$ cat src/segment_manifest_parser_defines.svh
// ---------------------------------------------------------------------------
// segment_manifest_parser_defines.svh
// Assertion macros used by the manifest parser queue.
// ---------------------------------------------------------------------------
`ifndef SEGMENT_MANIFEST_PARSER_DEFINES_SVH
`define SEGMENT_MANIFEST_PARSER_DEFINES_SVH
`ifndef SYNTH
// property holds at every rising clock edge outside reset
`define SMP_ASSERT(lbl, prop) \
  lbl: assert property (@(posedge clk_i) disable iff (!rst_ni) (prop)) \
    else $error("assertion failed");
// condition never true outside reset
`define SMP_ASSERT_NEVER(lbl, cond) \
  lbl: assert property (@(posedge clk_i) disable iff (!rst_ni) !(cond)) \
    else $error("forbidden condition seen");
`else
`define SMP_ASSERT(lbl, prop)
`define SMP_ASSERT_NEVER(lbl, cond)
`endif
`endif

$ cat src/smp_pkg.sv
`timescale 1ns / 1ps
// ---------------------------------------------------------------------------
// smp_pkg
// Types, codes and helpers of the segment manifest parser.
// ---------------------------------------------------------------------------
package smp_pkg;

  localparam int unsigned CountWidthDefault = 24;
  localparam int unsigned QueueDepth = 2;

  // field tags
  localparam logic [3:0] TagVersion    = 4'd0;
  localparam logic [3:0] TagCounter    = 4'd1;
  localparam logic [3:0] TagSegCount   = 4'd2;
  localparam logic [3:0] TagNameByte   = 4'd3;
  localparam logic [3:0] TagDocs       = 4'd4;
  localparam logic [3:0] TagDelGen     = 4'd5;
  localparam logic [3:0] TagOffset     = 4'd6;
  localparam logic [3:0] TagStoreByte  = 4'd7;
  localparam logic [3:0] TagStoreCmpd  = 4'd8;
  localparam logic [3:0] TagSingleNorm = 4'd9;
  localparam logic [3:0] TagCompound   = 4'd10;
  localparam logic [3:0] TagError      = 4'd11;
  localparam logic [3:0] TagDone       = 4'd12;

  // error codes
  localparam logic [2:0] ErrNone      = 3'd0;
  localparam logic [2:0] ErrTruncated = 3'd1;
  localparam logic [2:0] ErrFormat    = 3'd2;
  localparam logic [2:0] ErrSegCount  = 3'd3;
  localparam logic [2:0] ErrDocCount  = 3'd4;
  localparam logic [2:0] ErrVint      = 3'd5;
  localparam logic [2:0] ErrSentinel  = 3'd6;

  // register indexes
  localparam logic [1:0] RegExpFormat = 2'd0;
  localparam logic [1:0] RegNoNormGen = 2'd1;
  localparam logic [1:0] RegMaxDocs   = 2'd2;
  localparam logic [1:0] RegBufBytes  = 2'd3;

  localparam logic [31:0] ExpFormatReset = 32'h0000_0000;
  localparam logic [31:0] NoNormGenReset = 32'hFFFF_FFFF;
  localparam logic [30:0] MaxDocsReset   = 31'(32'h1000_0000);
  localparam logic [23:0] BufBytesReset  = 24'd0;

  typedef struct packed {
    logic [7:0] data_byte;
    logic       final_byte;
  } in_t;

  typedef struct packed {
    logic [3:0]  field_tag;
    logic [63:0] field_value;
    logic [23:0] segment_number;
    logic        string_end;
    logic        empty_string;
    logic [2:0]  error_code;
    logic        manifest_done;
    logic        last_of_run;
  } out_t;

  typedef struct packed {
    logic [31:0] expected_format;
    logic [31:0] no_norm_gen_value;
    logic [30:0] max_docs;
    logic [23:0] buffer_bytes;
  } cfg_t;

  // one byte's worth of results, expanded by the back end
  typedef struct packed {
    logic        has_main;   // field, string or error result present
    logic [3:0]  tag;
    logic [63:0] value;      // code point when ulen != 0
    logic [2:0]  ulen;       // UTF-8 length, 0 for scalar results
    logic        str_end;
    logic        empty;
    logic [2:0]  err;
    logic [31:0] seg;
    logic        add_done;
    logic        add_trunc;
    logic [31:0] post_seg;   // segment index after the byte
  } desc_t;

  function automatic logic [7:0] utf8_byte(input logic [24:0] code,
                                           input logic [2:0] len,
                                           input logic [2:0] idx);
    logic [2:0]  j;
    logic [24:0] sh;
    logic [7:0]  r;
    j = len - idx - 3'd1;
    case (j)
      3'd0: sh = code;
      3'd1: sh = code >> 6;
      default: sh = code >> 12;
    endcase
    if (idx == 3'd0) begin
      case (len)
        3'd1: r = code[7:0];
        3'd2: r = 8'hC0 | code[13:6];
        3'd3: r = 8'hE0 | code[19:12];
        default: r = 8'hF0 | {1'b0, code[24:18]};
      endcase
    end else begin
      r = 8'h80 | {2'b00, sh[5:0]};
    end
    return r;
  endfunction

endpackage

$ cat src/smp_front.sv
`timescale 1ns / 1ps
// ---------------------------------------------------------------------------
// smp_front
// Byte parser: advances the manifest state and posts at most one run descriptor per byte.
// ---------------------------------------------------------------------------
module smp_front #(
  parameter int unsigned COUNT_WIDTH = smp_pkg::CountWidthDefault
) (
  input  logic             clk_i,
  input  logic             rst_ni,
  input  logic             accept_i,
  input  smp_pkg::in_t     in_data_i,
  input  smp_pkg::cfg_t    cfg_i,
  output logic             push_o,
  output smp_pkg::desc_t   desc_o
);

  typedef enum logic [4:0] {
    PH_FORMAT         = 5'd0,
    PH_VERSION        = 5'd1,
    PH_COUNTER        = 5'd2,
    PH_SEGCOUNT       = 5'd3,
    PH_NAME_LEN       = 5'd4,
    PH_NAME_CHARS     = 5'd5,
    PH_DOCS           = 5'd6,
    PH_DELGEN         = 5'd7,
    PH_OFFSET         = 5'd8,
    PH_STORE_LEN      = 5'd9,
    PH_STORE_CHARS    = 5'd10,
    PH_STORE_COMPOUND = 5'd11,
    PH_NORM           = 5'd12,
    PH_NORMGEN        = 5'd13,
    PH_COMPOUND       = 5'd14
  } phase_e;

  localparam logic [31:0] CntMax = 32'((64'd1 << COUNT_WIDTH) - 64'd1);

  phase_e                  phase_q, phase_d;
  logic [2:0]              fbc_q, fbc_d;
  logic [63:0]             acc_q, acc_d;
  logic [5:0]              vsh_q, vsh_d;
  logic [30:0]             chars_q, chars_d;
  logic [1:0]              cbl_q, cbl_d;
  logic [24:0]             code_q, code_d;
  logic [COUNT_WIDTH-1:0]  segs_q, segs_d;
  logic [COUNT_WIDTH-1:0]  idx_q, idx_d;
  logic                    halted_q, halted_d;
  smp_pkg::desc_t          d;

  logic [7:0]              b;
  logic [63:0]             acc_n, vsh_bits;
  logic [31:0]             acc_l, v32;
  logic                    fld_last, is_name;
  logic [24:0]             code_c;
  logic [1:0]              cbl_c;
  logic [30:0]             chars_dec;
  logic [COUNT_WIDTH-1:0]  segs_dec;

  always_comb begin
    phase_d  = phase_q;
    fbc_d    = fbc_q;
    acc_d    = acc_q;
    vsh_d    = vsh_q;
    chars_d  = chars_q;
    cbl_d    = cbl_q;
    code_d   = code_q;
    segs_d   = segs_q;
    idx_d    = idx_q;
    halted_d = halted_q;
    d        = '0;
    d.seg    = 32'(idx_q);

    b        = in_data_i.data_byte;
    acc_n    = {acc_q[55:0], b};
    v32      = acc_n[31:0];
    fld_last = (phase_q == PH_VERSION || phase_q == PH_DELGEN) ? (fbc_q == 3'd7)
                                                               : (fbc_q == 3'd3);
    vsh_bits = 64'(b[6:0]) << vsh_q;
    acc_l    = acc_q[31:0] | vsh_bits[31:0];
    is_name  = (phase_q == PH_NAME_LEN) || (phase_q == PH_NAME_CHARS);
    chars_dec = chars_q - 31'd1;
    segs_dec  = segs_q - COUNT_WIDTH'(1);

    // modified-UTF byte assembly
    if (cbl_q == 2'd0) begin
      if (!b[7]) begin
        code_c = 25'(b);
        cbl_c  = 2'd0;
      end else if (b[7:5] == 3'b110) begin
        code_c = 25'(b[4:0]);
        cbl_c  = 2'd1;
      end else if (b[7:4] == 4'b1110) begin
        code_c = 25'(b[3:0]);
        cbl_c  = 2'd2;
      end else begin
        code_c = 25'(b[6:0]);
        cbl_c  = 2'd3;
      end
    end else begin
      code_c = {code_q[18:0], b[5:0]};
      cbl_c  = cbl_q - 2'd1;
    end

    if (accept_i) begin
      if (!halted_q) begin
        case (phase_q)
          PH_FORMAT, PH_VERSION, PH_COUNTER, PH_SEGCOUNT,
          PH_DOCS, PH_DELGEN, PH_OFFSET, PH_NORMGEN: begin
            acc_d = acc_n;
            fbc_d = fld_last ? 3'd0 : fbc_q + 3'd1;
            if (fld_last) begin
              d.has_main = 1'b1;
              case (phase_q)
                PH_FORMAT: begin
                  if (v32 != cfg_i.expected_format) begin
                    d.tag = smp_pkg::TagError; d.err = smp_pkg::ErrFormat;
                    halted_d = 1'b1;
                  end else begin
                    d.has_main = 1'b0;
                    phase_d = PH_VERSION;
                  end
                end
                PH_VERSION: begin
                  d.tag = smp_pkg::TagVersion; d.value = acc_n;
                  phase_d = PH_COUNTER;
                end
                PH_COUNTER: begin
                  d.tag = smp_pkg::TagCounter; d.value = {{32{v32[31]}}, v32};
                  phase_d = PH_SEGCOUNT;
                end
                PH_SEGCOUNT: begin
                  if (v32[31] || v32 > 32'(cfg_i.buffer_bytes) || v32 > CntMax) begin
                    d.tag = smp_pkg::TagError; d.err = smp_pkg::ErrSegCount;
                    halted_d = 1'b1;
                  end else begin
                    d.tag = smp_pkg::TagSegCount; d.value = 64'(v32);
                    segs_d = v32[COUNT_WIDTH-1:0];
                    idx_d  = '0;
                    if (v32 == 32'd0) begin
                      d.add_done = 1'b1;
                      halted_d   = 1'b1;
                    end else begin
                      phase_d = PH_NAME_LEN; vsh_d = '0; acc_d = '0;
                    end
                  end
                end
                PH_DOCS: begin
                  if (v32[31] || v32 > 32'(cfg_i.max_docs)) begin
                    d.tag = smp_pkg::TagError; d.err = smp_pkg::ErrDocCount;
                    halted_d = 1'b1;
                  end else begin
                    d.tag = smp_pkg::TagDocs; d.value = 64'(v32);
                    phase_d = PH_DELGEN;
                  end
                end
                PH_DELGEN: begin
                  d.tag = smp_pkg::TagDelGen; d.value = acc_n;
                  phase_d = PH_OFFSET;
                end
                PH_OFFSET: begin
                  d.tag = smp_pkg::TagOffset; d.value = {{32{v32[31]}}, v32};
                  if (v32 == 32'hFFFF_FFFF) begin
                    phase_d = PH_NORM;
                  end else begin
                    phase_d = PH_STORE_LEN; vsh_d = '0; acc_d = '0;
                  end
                end
                default: begin
                  // norm generation word
                  if (v32 != cfg_i.no_norm_gen_value) begin
                    d.tag = smp_pkg::TagError; d.err = smp_pkg::ErrSentinel;
                    halted_d = 1'b1;
                  end else begin
                    d.has_main = 1'b0;
                    phase_d = PH_COMPOUND;
                  end
                end
              endcase
            end
          end
          PH_NAME_LEN, PH_STORE_LEN: begin
            if (vsh_q >= 6'd32) begin
              d.has_main = 1'b1; d.tag = smp_pkg::TagError; d.err = smp_pkg::ErrVint;
              halted_d = 1'b1;
            end else begin
              acc_d = 64'(acc_l);
              if (b[7]) begin
                vsh_d = vsh_q + 6'd7;
              end else begin
                vsh_d = '0;
                if (acc_l == 32'd0 || acc_l[31]) begin
                  d.has_main = 1'b1;
                  d.tag      = is_name ? smp_pkg::TagNameByte : smp_pkg::TagStoreByte;
                  d.str_end  = 1'b1;
                  d.empty    = 1'b1;
                  phase_d    = is_name ? PH_DOCS : PH_STORE_COMPOUND;
                end else begin
                  chars_d = acc_l[30:0];
                  cbl_d   = '0;
                  code_d  = '0;
                  phase_d = is_name ? PH_NAME_CHARS : PH_STORE_CHARS;
                end
              end
            end
          end
          PH_NAME_CHARS, PH_STORE_CHARS: begin
            if (cbl_c != 2'd0) begin
              code_d = code_c;
              cbl_d  = cbl_c;
            end else begin
              chars_d    = chars_dec;
              cbl_d      = '0;
              code_d     = '0;
              d.has_main = 1'b1;
              d.tag      = is_name ? smp_pkg::TagNameByte : smp_pkg::TagStoreByte;
              d.value    = 64'(code_c);
              d.str_end  = (chars_dec == 31'd0);
              if (code_c <= 25'h7F)        d.ulen = 3'd1;
              else if (code_c <= 25'h7FF)  d.ulen = 3'd2;
              else if (code_c <= 25'hFFFF) d.ulen = 3'd3;
              else                         d.ulen = 3'd4;
              if (chars_dec == 31'd0) begin
                phase_d = is_name ? PH_DOCS : PH_STORE_COMPOUND;
              end
            end
          end
          PH_STORE_COMPOUND: begin
            d.has_main = 1'b1; d.tag = smp_pkg::TagStoreCmpd;
            d.value = 64'(b != 8'd0);
            phase_d = PH_NORM;
          end
          PH_NORM: begin
            d.has_main = 1'b1; d.tag = smp_pkg::TagSingleNorm;
            d.value = 64'(b != 8'd0);
            phase_d = PH_NORMGEN;
          end
          PH_COMPOUND: begin
            d.has_main = 1'b1; d.tag = smp_pkg::TagCompound;
            d.value = {{56{b[7]}}, b};
            idx_d  = idx_q + COUNT_WIDTH'(1);
            segs_d = segs_dec;
            if (segs_dec == '0) begin
              d.add_done = 1'b1;
              halted_d   = 1'b1;
            end else begin
              phase_d = PH_NAME_LEN; vsh_d = '0; acc_d = '0;
            end
          end
          default: halted_d = 1'b1;
        endcase
        if (in_data_i.final_byte && !halted_d) d.add_trunc = 1'b1;
      end
      d.post_seg = 32'(idx_d);
      if (in_data_i.final_byte) begin
        // rearm for the next buffer
        phase_d  = PH_FORMAT;
        fbc_d    = '0;
        acc_d    = '0;
        vsh_d    = '0;
        chars_d  = '0;
        cbl_d    = '0;
        code_d   = '0;
        segs_d   = '0;
        idx_d    = '0;
        halted_d = 1'b0;
      end
    end
  end

  assign desc_o = d;
  assign push_o = accept_i && (d.has_main || d.add_done || d.add_trunc);

  always_ff @(posedge clk_i or negedge rst_ni) begin
    if (!rst_ni) begin
      phase_q  <= PH_FORMAT;
      fbc_q    <= '0;
      acc_q    <= '0;
      vsh_q    <= '0;
      chars_q  <= '0;
      cbl_q    <= '0;
      code_q   <= '0;
      segs_q   <= '0;
      idx_q    <= '0;
      halted_q <= 1'b0;
    end else begin
      phase_q  <= phase_d;
      fbc_q    <= fbc_d;
      acc_q    <= acc_d;
      vsh_q    <= vsh_d;
      chars_q  <= chars_d;
      cbl_q    <= cbl_d;
      code_q   <= code_d;
      segs_q   <= segs_d;
      idx_q    <= idx_d;
      halted_q <= halted_d;
    end
  end

endmodule

$ cat src/smp_queue.sv
`timescale 1ns / 1ps
// ---------------------------------------------------------------------------
// smp_queue
// Short descriptor queue between parser front and result back end.
// ---------------------------------------------------------------------------
`include "segment_manifest_parser_defines.svh"
module smp_queue (
  input  logic           clk_i,
  input  logic           rst_ni,
  input  logic           push_i,
  input  smp_pkg::desc_t data_i,
  input  logic           pop_i,
  output logic           full_o,
  output logic           valid_o,
  output smp_pkg::desc_t data_o
);

  localparam int unsigned Depth = smp_pkg::QueueDepth;
  localparam int unsigned PtrW  = (Depth > 1) ? $clog2(Depth) : 1;
  localparam int unsigned CntW  = $clog2(Depth + 1);

  smp_pkg::desc_t  mem_q [Depth];
  logic [PtrW-1:0] wr_q, rd_q;
  logic [CntW-1:0] cnt_q;

  assign full_o  = (cnt_q == CntW'(Depth));
  assign valid_o = (cnt_q != '0);
  assign data_o  = mem_q[rd_q];

  always_ff @(posedge clk_i) begin
    if (push_i) mem_q[wr_q] <= data_i;
  end

  always_ff @(posedge clk_i or negedge rst_ni) begin
    if (!rst_ni) begin
      wr_q  <= '0;
      rd_q  <= '0;
      cnt_q <= '0;
    end else begin
      if (push_i) wr_q <= (wr_q == PtrW'(Depth - 1)) ? '0 : wr_q + PtrW'(1);
      if (pop_i)  rd_q <= (rd_q == PtrW'(Depth - 1)) ? '0 : rd_q + PtrW'(1);
      case ({push_i, pop_i})
        2'b10:   cnt_q <= cnt_q + CntW'(1);
        2'b01:   cnt_q <= cnt_q - CntW'(1);
        default: cnt_q <= cnt_q;
      endcase
    end
  end

  `SMP_ASSERT_NEVER(a_no_overflow, push_i && full_o)
  `SMP_ASSERT_NEVER(a_no_underflow, pop_i && !valid_o)
  `SMP_ASSERT(a_count_bound, cnt_q <= CntW'(Depth))

endmodule

$ cat src/smp_back.sv
`timescale 1ns / 1ps
// ---------------------------------------------------------------------------
// smp_back
// Expands run descriptors into result transfers through an output register.
// ---------------------------------------------------------------------------
module smp_back (
  input  logic           clk_i,
  input  logic           rst_ni,
  input  logic           q_valid_i,
  input  smp_pkg::desc_t q_data_i,
  output logic           pop_o,
  output logic           out_valid_o,
  input  logic           out_stall_i,
  output smp_pkg::out_t  out_data_o
);

  logic [2:0]    k_q, n_main, n_tot;
  logic          load, last, is_main;
  logic          ov_q;
  smp_pkg::out_t out_q, res;

  always_comb begin
    n_main  = q_data_i.has_main ? ((q_data_i.ulen == 3'd0) ? 3'd1 : q_data_i.ulen) : 3'd0;
    n_tot   = n_main + 3'(q_data_i.add_done | q_data_i.add_trunc);
    is_main = (k_q < n_main);
    last    = (k_q == n_tot - 3'd1);
    load    = q_valid_i && (!ov_q || !out_stall_i);

    res             = '0;
    res.last_of_run = last;
    if (is_main) begin
      res.field_tag      = q_data_i.tag;
      res.segment_number = q_data_i.seg[23:0];
      if (q_data_i.ulen != 3'd0) begin
        res.field_value = 64'(smp_pkg::utf8_byte(q_data_i.value[24:0], q_data_i.ulen, k_q));
        res.string_end  = q_data_i.str_end && (k_q == q_data_i.ulen - 3'd1);
      end else begin
        res.field_value  = q_data_i.value;
        res.string_end   = q_data_i.str_end;
        res.empty_string = q_data_i.empty;
        res.error_code   = q_data_i.err;
      end
    end else if (q_data_i.add_done) begin
      res.field_tag      = smp_pkg::TagDone;
      res.field_value    = 64'(q_data_i.post_seg);
      res.segment_number = q_data_i.post_seg[23:0];
      res.manifest_done  = 1'b1;
    end else begin
      res.field_tag      = smp_pkg::TagError;
      res.error_code     = smp_pkg::ErrTruncated;
      res.segment_number = q_data_i.post_seg[23:0];
    end
  end

  assign pop_o       = load && last;
  assign out_valid_o = ov_q;
  assign out_data_o  = out_q;

  always_ff @(posedge clk_i) begin
    if (load) out_q <= res;
  end

  always_ff @(posedge clk_i or negedge rst_ni) begin
    if (!rst_ni) begin
      ov_q <= 1'b0;
      k_q  <= '0;
    end else begin
      if (load)              ov_q <= 1'b1;
      else if (!out_stall_i) ov_q <= 1'b0;
      if (load) k_q <= last ? 3'd0 : k_q + 3'd1;
    end
  end

endmodule

$ cat src/segment_manifest_parser.sv
`timescale 1ns / 1ps
// ---------------------------------------------------------------------------
// segment_manifest_parser
// Streaming segment manifest parser with tagged field results.
// ---------------------------------------------------------------------------
//  channel  | direction | handshake         | payload
//  ---------+-----------+-------------------+-------------------------------
//  in       | input     | in_valid / stall  | smp_pkg::in_t  (one byte)
//  out      | output    | out_valid / stall | smp_pkg::out_t (one field)
//  apb      | input     | psel/penable      | 32-bit register access
//
//  The front parses one byte per cycle (its next state is combinational
//  logic), so input runs at one transfer per clock while the queue has
//  room. The back end sends one result per clock from its output
//  register while the output is not stalled; a byte can cause up to five
//  results (a four-byte character plus truncation error).
//  Reset clears all parse state and loads the register defaults.
//  in_stall_o rises only when the two-entry descriptor queue is full.
// ---------------------------------------------------------------------------
module segment_manifest_parser #(
  parameter int unsigned COUNT_WIDTH = smp_pkg::CountWidthDefault
) (
  input  logic          clk_i,
  input  logic          rst_ni,
  input  logic          in_valid_i,
  output logic          in_stall_o,
  input  smp_pkg::in_t  in_data_i,
  output logic          out_valid_o,
  input  logic          out_stall_i,
  output smp_pkg::out_t out_data_o,
  input  logic          psel,
  input  logic          penable,
  input  logic          pwrite,
  input  logic [3:0]    paddr,
  input  logic [31:0]   pwdata,
  output logic [31:0]   prdata,
  output logic          pready
);

  smp_pkg::cfg_t  cfg_q;
  smp_pkg::desc_t f_desc, q_desc;
  logic           accept, push, pop, q_full, q_valid, wr_en;
  logic [1:0]     reg_idx;

  // ---- configuration registers ----
  assign pready  = 1'b1;
  assign reg_idx = paddr[3:2];
  assign wr_en   = psel && penable && pwrite;

  always_comb begin
    case (reg_idx)
      smp_pkg::RegExpFormat: prdata = cfg_q.expected_format;
      smp_pkg::RegNoNormGen: prdata = cfg_q.no_norm_gen_value;
      smp_pkg::RegMaxDocs:   prdata = 32'(cfg_q.max_docs);
      smp_pkg::RegBufBytes:  prdata = 32'(cfg_q.buffer_bytes);
      default:               prdata = '0;
    endcase
  end

  always_ff @(posedge clk_i or negedge rst_ni) begin
    if (!rst_ni) begin
      cfg_q.expected_format   <= smp_pkg::ExpFormatReset;
      cfg_q.no_norm_gen_value <= smp_pkg::NoNormGenReset;
      cfg_q.max_docs          <= smp_pkg::MaxDocsReset;
      cfg_q.buffer_bytes      <= smp_pkg::BufBytesReset;
    end else if (wr_en) begin
      case (reg_idx)
        smp_pkg::RegExpFormat: cfg_q.expected_format   <= pwdata;
        smp_pkg::RegNoNormGen: cfg_q.no_norm_gen_value <= pwdata;
        smp_pkg::RegMaxDocs:   cfg_q.max_docs          <= pwdata[30:0];
        smp_pkg::RegBufBytes:  cfg_q.buffer_bytes      <= pwdata[23:0];
        default:               cfg_q                   <= cfg_q;
      endcase
    end
  end

  // ---- byte transfer into the front ----
  assign in_stall_o = q_full;
  assign accept     = in_valid_i && !q_full;

  smp_front #(
    .COUNT_WIDTH(COUNT_WIDTH)
  ) u_front (
    .clk_i     (clk_i),
    .rst_ni    (rst_ni),
    .accept_i  (accept),
    .in_data_i (in_data_i),
    .cfg_i     (cfg_q),
    .push_o    (push),
    .desc_o    (f_desc)
  );

  // decouples the parser from output stalls
  smp_queue u_queue (
    .clk_i   (clk_i),
    .rst_ni  (rst_ni),
    .push_i  (push),
    .data_i  (f_desc),
    .pop_i   (pop),
    .full_o  (q_full),
    .valid_o (q_valid),
    .data_o  (q_desc)
  );

  smp_back u_back (
    .clk_i       (clk_i),
    .rst_ni      (rst_ni),
    .q_valid_i   (q_valid),
    .q_data_i    (q_desc),
    .pop_o       (pop),
    .out_valid_o (out_valid_o),
    .out_stall_i (out_stall_i),
    .out_data_o  (out_data_o)
  );

endmodule

$ cat config.mk
export PLATFORM = sky130hd
export DESIGN_NAME = segment_manifest_parser
export DESIGN_NICKNAME = d
export VERILOG_FILES = /design/src/smp_pkg.sv /design/src/smp_front.sv /design/src/smp_queue.sv /design/src/smp_back.sv /design/src/segment_manifest_parser.sv
export VERILOG_INCLUDE_DIRS = /design/src /design/src/src
export SDC_FILE = /design/constraint.sdc
export NUM_CORES = 1
export LEC_CHECK = 0
export ABC_AREA = 1
export BUFFER_PORTS_ARGS = -buffer_cell sky130_fd_sc_hd__buf_2
export CAP_MARGIN = 5
export CORE_ASPECT_RATIO = 2
export CORE_MARGIN = 2
export CORE_UTILIZATION = 40
export CTS_CLUSTER_SIZE = 28
export DETAILED_ROUTE_END_ITERATION = 8
export PLACE_DENSITY = 0.59
export SYNTH_ARGS = -nofsm -noshare
export SYNTH_HDL_FRONTEND = slang
export SYNTH_HIERARCHICAL = 1
export SYNTH_SLANG_ARGS = --single-unit
$ cat constraint.sdc
create_clock -name clk_i -period 9.45 [get_ports clk_i]
set_input_delay 0.945 -clock clk_i [delete_from_list [all_inputs] [get_ports clk_i]]
set_output_delay 0.945 -clock clk_i [all_outputs]
set_load 0.01 [all_outputs]
==> impl_metrics.env <==
export IMPL_core_area_mm2=0.09252
export IMPL_max_stage_delay_ns=0.71
export IMPL_leakage_nw=18.21
export IMPL_ant_nets=0
export IMPL_cts_buffers=61
export IMPL_ioPinCount=186
export IMPL_drt_vias_per_instance=5.299
export IMPL_cts_resized=0
export IMPL_die_area_mm2=0.09583
export IMPL_fmax_ghz=0.1851
export IMPL_drt_first_pass_iters=8
export IMPL_htreeDepth=2
export IMPL_finalClockSkew_ns=0.02657
export IMPL_crit_fanout=53
export IMPL_cts_max_path_buffers=3
export IMPL_worstHoldPathType="input pin to async pin"
export IMPL_rsz0062_at_grt="false"
export IMPL_fin_total_pwr_w=0.01302
export IMPL_finalCritPeriodShare=0.5718
export IMPL_worst_skew_pair_late_latency_ns=0.68
export IMPL_die_height_um=435.8
export IMPL_syn_inst=4501
export IMPL_outcome="finished clean"
export IMPL_cts_sinks=666
export IMPL_setup_violations=0
export IMPL_maxSlewHeadroom=0.2278
export IMPL_port_buffers=182
export IMPL_cp_start_kind="register"
export IMPL_grt_pass1_wl_um=175900
export IMPL_wl_per_cell_um=19.85
export IMPL_netlist_area_mm2=0.03729
export IMPL_grt_total_usage=0.2394
export IMPL_cts_root_buffer="clkbuf_16"
export IMPL_cts_clk_slew_worst_paths_ns=0.07
export IMPL_peakVddDrop_v=0.0002321
export IMPL_power_density_mw_per_mm2=319.7
export IMPL_die_w_um=219.9
export IMPL_drtIter0Drc=2116
export IMPL_syn_to_final_growth_pct=9.170
export IMPL_wirelength_um=114900
export IMPL_cts_tree="built"
export IMPL_max_cap_viol_count=0
export IMPL_crit_required_ns=9.75
export IMPL_gp_congestion=0.9675
export IMPL_arrival_ns=5.70
export IMPL_layout_drive_gt1_share=0.1161
export IMPL_postCtsSetupBuffers=0
export IMPL_synth_avg_cell_area_um2=8.285
export IMPL_grt_max_degree=210
export IMPL_final_nets=4669
export IMPL_hold_viol=0
export IMPL_yosys_warnings=6
export IMPL_grt_ovfl_total=0
export IMPL_finalMaxSlewViolations=0
export IMPL_row_count=158
export IMPL_critPathBufInv=4
export IMPL_cp_end_kind="register"
export IMPL_hpwl_um=82390
export IMPL_tightest_slew_ns=1.158
export IMPL_initial_utilization=0.4030
export IMPL_cp_cell_sequence="clkinv_1 > nand4_1 > o21ai_1 > nor2_1 > nand3_1 > nor2_1 > nand3_2 > nor2_1 > nand3_1 > nand2_2 > nand3_1 > nand4_1 > nand2_1 > nand2_1 > inv_1 > nor2_4 > buf_4 > buf_4"
export IMPL_critPathKind="register to register"
export IMPL_grt_pass1_vias=30110
export IMPL_layout_min_cycle_time_ns=5.403
export IMPL_setup_tns_ns=0
export IMPL_critPathTopFamily="simple AND/OR/NAND/NOR gates"
export IMPL_antenna_found_initial=2
export IMPL_crit_slowest_cell="clkinv_1"
export IMPL_vias=30680
export IMPL_drcViolationCount=0
export IMPL_ctsHoldBuffers=0
registers in the layout, indices dropped and copies added (netlist names), 4 cells and up:
name / cells
u_front/vsh_q: 6
u_front/code_q: 19
u_front/segs_q: 24
cfg_q: 119
u_queue/mem_q: 270
u_front/acc_q: 56
u_front/phase_q: 4
u_back/out_data_o: 99
u_front/chars_q: 31
u_front/idx_q: 24
cell type report:
type,count,area (um^2)
diodes,1,2.502
clock buffers,62,1530
fillers,9321,51810
well taps,1200,1501
repair buffers,215,1181
inverters,513,1938
clock inverters,51,613.1
flip-flops and latches,666,18560
multi-input cells,3082,15380
stage by stage:
stage | hold WS, ns | instances | worst slack (ns) | area (um^2) | util
2_1_floorplan | 0.4417 | 4508 | 0.5184 | 37320 | -
6_report | 0.1800 | 5790 | 4.047 | 40710 | 0.4400
4_1_cts | 0.1785 | 5789 | 4.070 | 40710 | 0.4400
5_1_grt | 0.2047 | 5790 | 3.741 | 40710 | 0.4400
3_3_place_gp | 0.4534 | 5676 | 3.502 | 38560 | 0.4168
3_5_place_dp | 0.4597 | 5676 | 3.483 | 38560 | 0.4168
metal layers:
| metal | GRT usage | part of all wire | vias up |
|---|---|---|---|
| li1 | - | - | 14860 |
| met3 | 0.02915 | 0.051 | 397 |
| met5 | 0 | 0.000061 | - |
| met2 | 0.4367 | 0.52 | 1068 |
| met4 | 0.1585 | 0.075 | 2 |
| met1 | 0.2544 | 0.35 | 14360 |
final timing paths:
kind,end,cells past startpoint,from,slack (ns)
max,u_queue/mem_q[0][12],18,u_front/vsh_q[3],4.05
min,cfg_q[7],1,rst_ni,0.18
max reg2reg,u_queue/mem_q[0][12],18,u_front/vsh_q[3],4.05
min reg2reg,cfg_q[52],2,cfg_q[52],0.47
max in group asynchronous,u_queue/rd_q,3,rst_ni,7.19
min in group clk_i,cfg_q[52],2,cfg_q[52],0.47
power breakdown:
group / internal, W / total [W] / leakage (nW) / switching, W
combinational: 0.00165 / 0.00558 / 9.78 / 0.00393
sequential: 0.00405 / 0.00474 / 7.40 / 0.000685
clock: 0.00153 / 0.00270 / 1.02 / 0.00117
cell usage in the layout (no fill, tap or decap), drive strengths merged, types with 14 or more instances in the layout:
cell	n
nand2	1402
nand3	310
a31oi	44
a21oi	142
or2	16
buf	215
o211ai	21
ha	77
nor2	326
nor4	14
xnor2	48
edfxtp	369
xor2	65
nand4	116
dfstp	33
inv	509
clkinv	31
o22ai	30
dfrtp	264
nor3	52
o21ai	352
clkbuf	62
Note: power is estimated with default switching activity, not from simulation.
